<file path="config.mk">
export PLATFORM = sky130hd
export DESIGN_NAME = eth_ipv4_l4_header_parser
export DESIGN_NICKNAME = d
export VERILOG_FILES = /design/src/rtl/core/eth_hp_pkg.sv /design/src/rtl/core/eth_hp_capture.sv /design/src/rtl/core/eth_hp_summary.sv /design/src/rtl/core/eth_ipv4_l4_header_parser.sv
export SDC_FILE = /design/constraint.sdc
export NUM_CORES = 1
export LEC_CHECK = 0
export BUFFER_PORTS_ARGS = -buffer_cell sky130_fd_sc_hd__buf_4
export CORE_MARGIN = 1.5
export CORE_UTILIZATION = 53
export DETAILED_ROUTE_END_ITERATION = 7
export PLACE_DENSITY = 0.84
export SLEW_MARGIN = 20
export SYNTH_ARGS = -nofsm -noshare
export SYNTH_HDL_FRONTEND = slang
export SYNTH_SLANG_ARGS = --single-unit
export TNS_END_PERCENT = 5
</file>
<file path="constraint.sdc">
create_clock -name clk -period 6.8 [get_ports clk]
set_input_delay 1.36 -clock clk [delete_from_list [all_inputs] [get_ports clk]]
set_output_delay 1.36 -clock clk [all_outputs]
set_load 0.02 [all_outputs]
</file>
<file path="src/rtl/core/eth_hp_pkg.sv">
package eth_hp_pkg;

    // Header offsets and lengths in bytes, and other header constants
    localparam logic [7:0] ETH_HDR_LEN  = 8'd14;
    localparam logic [7:0] IP_HDR_END   = 8'd34;
    localparam logic [7:0] TCP_HDR_LEN  = 8'd20;
    localparam logic [7:0] UDP_HDR_LEN  = 8'd8;
    localparam logic [7:0] COUNT_MAX    = 8'd255;
    localparam logic [3:0] IHL_MIN      = 4'd5;
    localparam logic [15:0] ETYPE_IPV4  = 16'h0800;

    // IPv4 protocol numbers
    localparam logic [7:0] PROTO_ICMP = 8'd1;
    localparam logic [7:0] PROTO_TCP  = 8'd6;
    localparam logic [7:0] PROTO_UDP  = 8'd17;

    typedef enum logic [2:0] {
        ST_OK        = 3'd0,
        ST_SHORT_ETH = 3'd1,
        ST_NOT_IPV4  = 3'd2,
        ST_SHORT_IP  = 3'd3,
        ST_BAD_IHL   = 3'd4,
        ST_BAD_TLEN  = 3'd5
    } status_t;

    typedef enum logic [1:0] {
        L4_NONE = 2'd0,
        L4_TCP  = 2'd1,
        L4_UDP  = 2'd2,
        L4_ICMP = 2'd3
    } l4_kind_t;

    // Captured header fields of the frame in progress
    typedef struct packed {
        logic [7:0]  byte_count;
        logic [47:0] dst_mac;
        logic [47:0] src_mac;
        logic [15:0] ethertype;
        logic [3:0]  ihl;
        logic [15:0] total_len;
        logic [7:0]  proto;
        logic        frag;
        logic [31:0] src_ip;
        logic [31:0] dst_ip;
        logic [15:0] l4_sport;
        logic [15:0] l4_dport;
    } frame_t;

    // One frame summary
    typedef struct packed {
        status_t     status;
        logic [15:0] ethertype;
        logic [47:0] dst_mac;
        logic [47:0] src_mac;
        logic        ip_valid;
        logic [31:0] src_ip;
        logic [31:0] dst_ip;
        logic [7:0]  ip_protocol;
        logic [15:0] ip_length;
        l4_kind_t    l4_kind;
        logic [15:0] l4_sport;
        logic [15:0] l4_dport;
    } summary_t;

    // Byte offset of the L4 header
    function automatic logic [7:0] l4_start(input logic [3:0] ihl);
        l4_start = ETH_HDR_LEN + {2'b00, ihl, 2'b00};
    endfunction

endpackage

</file>
<file path="src/rtl/core/eth_hp_capture.sv">
module eth_hp_capture (
    input  logic                clk,
    input  logic                rst_n,
    input  logic                advance,
    input  logic [7:0]          data_byte,
    input  logic                last_byte,
    output eth_hp_pkg::frame_t  upd
);
    import eth_hp_pkg::*;

    frame_t      frame_reg;
    frame_t      frame_next;
    logic [7:0]  idx;
    logic [7:0]  l4off;

    // Field capture for the byte at the current offset
    always_comb
    begin
        frame_next = frame_reg;
        idx        = frame_reg.byte_count;
        l4off      = l4_start(frame_reg.ihl);

        if (idx < 8'd6)
            frame_next.dst_mac = {frame_reg.dst_mac[39:0], data_byte};
        else if (idx < 8'd12)
            frame_next.src_mac = {frame_reg.src_mac[39:0], data_byte};
        else if (idx < 8'd14)
            frame_next.ethertype = {frame_reg.ethertype[7:0], data_byte};
        else if (idx == 8'd14)
            frame_next.ihl = data_byte[3:0];
        else if (idx == 8'd16 || idx == 8'd17)
            frame_next.total_len = {frame_reg.total_len[7:0], data_byte};
        else if (idx == 8'd20)
            frame_next.frag = (data_byte[5:0] != 6'd0);
        else if (idx == 8'd21)
            frame_next.frag = frame_reg.frag || (data_byte != 8'd0);
        else if (idx == 8'd23)
            frame_next.proto = data_byte;
        else if (idx >= 8'd26 && idx < 8'd30)
            frame_next.src_ip = {frame_reg.src_ip[23:0], data_byte};
        else if (idx >= 8'd30 && idx < 8'd34)
            frame_next.dst_ip = {frame_reg.dst_ip[23:0], data_byte};

        // L4 ports sit right after the IP header, options included
        if (frame_reg.ihl >= IHL_MIN && idx >= IP_HDR_END)
        begin
            if (idx == l4off || idx == l4off + 8'd1)
                frame_next.l4_sport = {frame_reg.l4_sport[7:0], data_byte};
            else if (idx == l4off + 8'd2 || idx == l4off + 8'd3)
                frame_next.l4_dport = {frame_reg.l4_dport[7:0], data_byte};
        end

        // Byte counter stops at its maximum
        if (frame_reg.byte_count != COUNT_MAX)
            frame_next.byte_count = frame_reg.byte_count + 8'd1;
    end

    assign upd = frame_next;

    // State clears after the last byte of each frame
    always_ff @(posedge clk or negedge rst_n)
    begin
        if (!rst_n)
            frame_reg <= '0;
        else if (advance)
            frame_reg <= last_byte ? '0 : frame_next;
    end

endmodule

</file>
<file path="src/rtl/core/eth_hp_summary.sv">
module eth_hp_summary (
    input  eth_hp_pkg::frame_t    frame,
    output eth_hp_pkg::summary_t  summ
);
    import eth_hp_pkg::*;

    logic [7:0] len;
    logic [7:0] l4off;
    logic       eth_ok;
    logic       ip_ok;
    logic       ports;
    status_t    status;
    l4_kind_t   kind;

    // Status checks, in priority order
    always_comb
    begin
        len    = frame.byte_count;
        l4off  = l4_start(frame.ihl);
        eth_ok = 1'b0;
        ip_ok  = 1'b0;
        status = ST_OK;
        if (len < ETH_HDR_LEN)
            status = ST_SHORT_ETH;
        else
        begin
            eth_ok = 1'b1;
            if (frame.ethertype != ETYPE_IPV4)
                status = ST_NOT_IPV4;
            else if (len < IP_HDR_END)
                status = ST_SHORT_IP;
            else
            begin
                ip_ok = 1'b1;
                if (frame.ihl < IHL_MIN)
                    status = ST_BAD_IHL;
                else if (frame.total_len < {10'd0, frame.ihl, 2'b00})
                    status = ST_BAD_TLEN;
            end
        end
    end

    // L4 classification; TCP and UDP need an unfragmented, long enough frame
    always_comb
    begin
        kind  = L4_NONE;
        ports = 1'b0;
        if (ip_ok && status == ST_OK)
        begin
            case (frame.proto)
                PROTO_TCP:
                begin
                    if (!frame.frag && len >= l4off + TCP_HDR_LEN)
                    begin
                        kind  = L4_TCP;
                        ports = 1'b1;
                    end
                end
                PROTO_UDP:
                begin
                    if (!frame.frag && len >= l4off + UDP_HDR_LEN)
                    begin
                        kind  = L4_UDP;
                        ports = 1'b1;
                    end
                end
                PROTO_ICMP:
                    kind = L4_ICMP;
                default:
                    kind = L4_NONE;
            endcase
        end
    end

    // Mask fields that the status says are not present
    always_comb
    begin
        summ.status      = status;
        summ.ethertype   = eth_ok ? frame.ethertype : 16'd0;
        summ.dst_mac     = eth_ok ? frame.dst_mac : 48'd0;
        summ.src_mac     = eth_ok ? frame.src_mac : 48'd0;
        summ.ip_valid    = ip_ok;
        summ.src_ip      = ip_ok ? frame.src_ip : 32'd0;
        summ.dst_ip      = ip_ok ? frame.dst_ip : 32'd0;
        summ.ip_protocol = ip_ok ? frame.proto : 8'd0;
        summ.ip_length   = ip_ok ? frame.total_len : 16'd0;
        summ.l4_kind     = kind;
        summ.l4_sport    = ports ? frame.l4_sport : 16'd0;
        summ.l4_dport    = ports ? frame.l4_dport : 16'd0;
    end

endmodule

</file>
<file path="src/rtl/core/eth_ipv4_l4_header_parser.sv">
// Channel  Direction  Handshake            Payload
// in       input      in_valid / in_ready  data_byte, last_byte
// out      output     out_valid / out_ready status .. l4_dport (one summary per frame)
//
// One byte item is taken every cycle unless a last byte is held; the byte passes an input register, then
// the capture logic, and the last byte of a frame loads the result register.
// Reset clears the input stage, the captured header state and out_valid.
// While a summary waits on out_ready, non-last bytes keep flowing; only a
// last byte waiting in the input register holds off further items.
module eth_ipv4_l4_header_parser (
    input  logic        clk,
    input  logic        rst_n,
    input  logic        in_valid,
    output logic        in_ready,
    input  logic [7:0]  data_byte,
    input  logic        last_byte,
    output logic        out_valid,
    input  logic        out_ready,
    output logic [2:0]  status,
    output logic [15:0] ethertype,
    output logic [47:0] dst_mac,
    output logic [47:0] src_mac,
    output logic        ip_valid,
    output logic [31:0] src_ip,
    output logic [31:0] dst_ip,
    output logic [7:0]  ip_protocol,
    output logic [15:0] ip_length,
    output logic [1:0]  l4_kind,
    output logic [15:0] l4_sport,
    output logic [15:0] l4_dport
);
    import eth_hp_pkg::*;

    logic       s1_valid_reg;
    logic [7:0] s1_byte_reg;
    logic       s1_last_reg;
    logic       s1_advance;
    logic       out_valid_reg;
    summary_t   out_reg;
    frame_t     upd;
    summary_t   summ;

    // A last byte advances only when the result register can take it
    assign s1_advance = s1_valid_reg && (!s1_last_reg || !out_valid_reg || out_ready);
    assign in_ready   = !s1_valid_reg || s1_advance;

    // Input register
    always_ff @(posedge clk or negedge rst_n)
    begin
        if (!rst_n)
            s1_valid_reg <= 1'b0;
        else if (in_ready)
            s1_valid_reg <= in_valid;
    end

    always_ff @(posedge clk)
    begin
        if (in_ready && in_valid)
        begin
            s1_byte_reg <= data_byte;
            s1_last_reg <= last_byte;
        end
    end

    eth_hp_capture u_capture (
        .clk       (clk),
        .rst_n     (rst_n),
        .advance   (s1_advance),
        .data_byte (s1_byte_reg),
        .last_byte (s1_last_reg),
        .upd       (upd)
    );

    eth_hp_summary u_summary (
        .frame (upd),
        .summ  (summ)
    );

    // Result register
    always_ff @(posedge clk or negedge rst_n)
    begin
        if (!rst_n)
            out_valid_reg <= 1'b0;
        else if (s1_advance && s1_last_reg)
            out_valid_reg <= 1'b1;
        else if (out_ready)
            out_valid_reg <= 1'b0;
    end

    always_ff @(posedge clk)
    begin
        if (s1_advance && s1_last_reg)
            out_reg <= summ;
    end

    assign out_valid   = out_valid_reg;
    assign status      = out_reg.status;
    assign ethertype   = out_reg.ethertype;
    assign dst_mac     = out_reg.dst_mac;
    assign src_mac     = out_reg.src_mac;
    assign ip_valid    = out_reg.ip_valid;
    assign src_ip      = out_reg.src_ip;
    assign dst_ip      = out_reg.dst_ip;
    assign ip_protocol = out_reg.ip_protocol;
    assign ip_length   = out_reg.ip_length;
    assign l4_kind     = out_reg.l4_kind;
    assign l4_sport    = out_reg.l4_sport;
    assign l4_dport    = out_reg.l4_dport;

`ifndef ASSERT_OFF
    // A last byte that advances always yields a summary next cycle
    a_last_to_out: assert property (@(posedge clk) disable iff (!rst_n)
        (s1_advance && s1_last_reg) |=> out_valid_reg)
        else $error("last byte did not produce a summary");

    // A stalled summary blocks a waiting last byte
    a_last_blocked: assert property (@(posedge clk) disable iff (!rst_n)
        (out_valid_reg && !out_ready && s1_valid_reg && s1_last_reg) |-> !in_ready)
        else $error("last byte advanced over a stalled summary");

    // L4 kind is only set on an ok frame
    a_kind_ok: assert property (@(posedge clk) disable iff (!rst_n)
        (out_valid_reg && out_reg.status != ST_OK) |-> (out_reg.l4_kind == L4_NONE))
        else $error("l4 kind set on a failed frame");

    // Ports are zero unless the frame is tcp or udp
    a_ports_zero: assert property (@(posedge clk) disable iff (!rst_n)
        (out_valid_reg && (out_reg.l4_kind == L4_NONE || out_reg.l4_kind == L4_ICMP))
        |-> (out_reg.l4_sport == 16'd0 && out_reg.l4_dport == 16'd0))
        else $error("ports nonzero without tcp or udp");
`endif

endmodule
</file>
==> metrics.yaml <==
setup_path:
  crit_top_cell: "ha_1"
  critPathKind: "flop to flop"
  start_kind: "flop"
  critPathSlowestCell: "and2_2"
  worstPathRequired_ns: 7.09
  crit_buf_inv: 0
  cp_top_family: "simple AND/OR/NAND/NOR gates"
  cp.arrival_ns: 5.69
  max_stage_delay_ns: 0.81
  crit_fanout: 32
  crit_chain: "or4_4, nor3_4, mux2i_1, ha_1, xor2_1, ha_1, xnor2_1, xnor2_1, ha_1, a211oi_1, o21ai_0, o2111ai_1, and2_2, nor3_1"
  end_kind: "flop"
timing:
  clock-skew-final_ns: 0.0209
  rsz0062_at_grt: "no"
  period_minus_slack_ns: 5.40
  final_hold_viol_count: 0
  fin_crit_sh_pct: 79.4
  whs_ns: 0.491
  worst_slew_margin_rel_pct: 26.4
  drv_slew: 0
  worstMarginPinSlew_ns: 1.10
  tns_ns: 0
  setup_viol: 0
  max_freq_ghz: 0.185
synth:
  synthArstFlopShare_pct: 50.0
  synth_area_leaders: "edfxtp_1, dfrtp_1, a22o_1, nand2_1, a21oi_1"
  synth_area_um2: 21800
  synth_top_area_share_pct: 34.0
  ys_ff_latch: 494
  syn_inst: 1902
  syn_avg_cell_area_um2: 11.5
  yosys_warnings: 0
  syn_nets: 1941
  synth_cell_types: 63
  ys.flop_type: "edfxtp_1"
  seq_area_frac_synth_pct: 62.4
  synth_edf_count: 247
  synth_area_leader_cell: "edfxtp_1"
placed_design:
  io_buffers: 252
  dpl.hpwl_um: 36800
  post-place-cells: 2567
  gp_congestion: 0.874
drt:
  top_layer_used: "met5"
  route.met3.wl_um: 5170
  routed_wl_um: 59000
  drt_iter0_drc: 1887
  drc: 0
  route.met2.wl_um: 28300
  dr.pass1.iters: 6
  vias: 16424
  via_per_inst: 6.16
  m1WireLength_um: 23300
  ant_nets: 0
  wl_per_cell_um: 22.1
power:
  max-vdd-ir-drop_mv: 0.190
  power.total_mw: 6.78
  p_leak_nw: 10.4
  power-per-cell-area_nw_per_um2: 262
clock_tree:
  clock-sinks: 494
  cts_hold_buffers: 0
  post_cts_buffers: 0
  htreeDepth: 2
  clock_tree.buffer_depth: 3
  root_buffer: "clkbuf_16"
  clock_latency_ns: 0.60
  ctsResizeCount: 0
  cts_made_buffers: 50
  clkTransAtPathRegs_ns: 0.06
  cts_tree: "yes"
finish:
  area_growth_pct: 18.6
  finalNonFillerCells: 2665
  regArea_um2: 13600
  fillers: 3018
  layout.nets: 2129
  drive_gt1_share_pct: 20.1
  largest_reg_flops: 237
  final_core_util_pct: 63.5
  multi_input_area_um2: 7570
min_path:
  hp-class: "flop to flop"
grt:
  grt_pass1_wl_um: 89700
  grt.total_usage_pct: 27.6
  grt_start_max_net_pins: 171
  gr-total-overflow: 0
  antenna_found_initial: 2
  grt_pass1_vias: 15531
die:
  core_um2: 40700
  initial_core_util_pct: 53.5
  fp.dieH_um: 206
  num_io_pins: 253
  rows: 74
  fp.dieArea_um2: 42300
  die_w_um: 206
job:
  maxCapViolations: 0
outcome:
  status: "complete, no violations"
area by class of cell:
| class | instances | share of cell area, % |
|---|---|---|
| clock buffer | 71 | 5.62 |
| antenna | 1 | 0.00968 |
| timing repair buffer | 288 | 8.72 |
| inverter | 20 | 0.290 |
| multi-input combinational | 1236 | 29.3 |
| tap | 532 | 2.57 |
| clock inverter | 23 | 0.920 |
| sequential | 494 | 52.6 |
power by group:
group	switching, mW	total (mW)	internal (mW)
logic	0.375	0.563	0.188
clock network	1.17	2.81	1.64
registers	0.127	3.40	3.28
total	1.67	6.78	5.11
cells in the mapped netlist (2+ instances only):
cell	instances
nand2_1	435
dfrtp_1	247
edfxtp_1	247
a22o_1	200
a21oi_1	187
clkbuf_1	117
mux2i_1	61
nor2_1	59
o221ai_1	32
nor3_2	31
nand2b_1	29
buf_2	27
ha_1	26
inv_1	20
o21ai_0	18
nand3_1	13
nand4_1	12
nor2b_1	12
nor4_1	12
nor3_1	10
xnor2_1	9
or2_2	8
a21o_1	7
and3_1	7
o22ai_1	6
xor2_1	6
a211oi_1	5
o21ai_1	5
and2_1	4
buf_6	4
o21a_1	4
or3_1	4
buf_1	3
a2111oi_0	2
a21boi_0	2
a31oi_1	2
nor3b_1	2
nor4_2	2
metrics by stage:
step	worst slack [ns]	cell area, um2
global route	0.982	25900
CTS	1.37	25800
global placement	1.68	24100
detailed placement	1.42	24100
finish	1.40	25900
floorplan	1.93	21800
worst paths after layout:
| kind | from | endpoint | slack [ns] | cells after the start |
|---|---|---|---|---|
| max | u_capture.idx[6]$_DFFE_PN0P_ | l4_dport[0]$_SDFFCE_PN0P_ | 1.40 | 14 |
| min | u_capture.frame_reg[236]$_DFFE_PN0P_ | u_capture.frame_reg[236]$_DFFE_PN0P_ | 0.49 | 2 |
| max reg2reg | u_capture.idx[6]$_DFFE_PN0P_ | l4_dport[0]$_SDFFCE_PN0P_ | 1.40 | 14 |
| min reg2reg | u_capture.frame_reg[236]$_DFFE_PN0P_ | u_capture.frame_reg[236]$_DFFE_PN0P_ | 0.49 | 2 |
| max in group asynchronous | rst_n | u_capture.frame_reg[234]$_DFFE_PN0P_ | 4.60 | 2 |
| min in group asynchronous | rst_n | u_capture.frame_reg[117]$_DFFE_PN0P_ | 0.74 | 1 |
worst register-to-register path: stages (launching register included):
cell and delay [ns]:
dfrtp_1 0.60, or4_4 0.64, nor3_4 0.35, mux2i_1 0.64, ha_1 0.45, xor2_1 0.24
ha_1 0.23, xnor2_1 0.10, xnor2_1 0.17, ha_1 0.20, a211oi_1 0.17, o21ai_0 0.11
o2111ai_1 0.25, and2_2 0.81, nor3_1 0.15
cells in the final DEF (no fill, tap or decap), drive strengths merged, types with 13 or more instances in the layout:
| cell | netlist | final |
|---|---|---|
| dfrtp | 247 | 247 |
| inv | 20 | 22 |
| nor2 | 59 | 59 |
| clkinv | 0 | 17 |
| buf | 35 | 288 |
| a21oi | 188 | 188 |
| o221ai | 32 | 32 |
| mux2i | 62 | 62 |
| o21ai | 25 | 25 |
| nor3 | 42 | 42 |
| ha | 26 | 26 |
| clkbuf | 117 | 71 |
| nor4 | 14 | 14 |
| nand2b | 29 | 29 |
| nand3 | 13 | 13 |
| nand2 | 435 | 435 |
| a22o | 200 | 200 |
| edfxtp | 247 | 247 |
kinds of logic after synthesis:
kind of cell	share of synthesized area, %
AO/OA/AOI/OAI	15.8
XOR/XNOR	0.603
adder cells (fa/ha/maj)	1.49
buffers and inverters	3.27
flip-flops	62.4
multiplexers	2.92
AND/OR/NAND/NOR	13.5
metal layers:
layer | vias to the layer above | track usage, %
met3 | 146 | 6.54
met5 | - | 0
li1 | 7269 | -
met4 | 2 | 11.2
met2 | 842 | 43.4
met1 | 8165 | 37.1
Note: power is estimated with default switching activity, not from simulation.
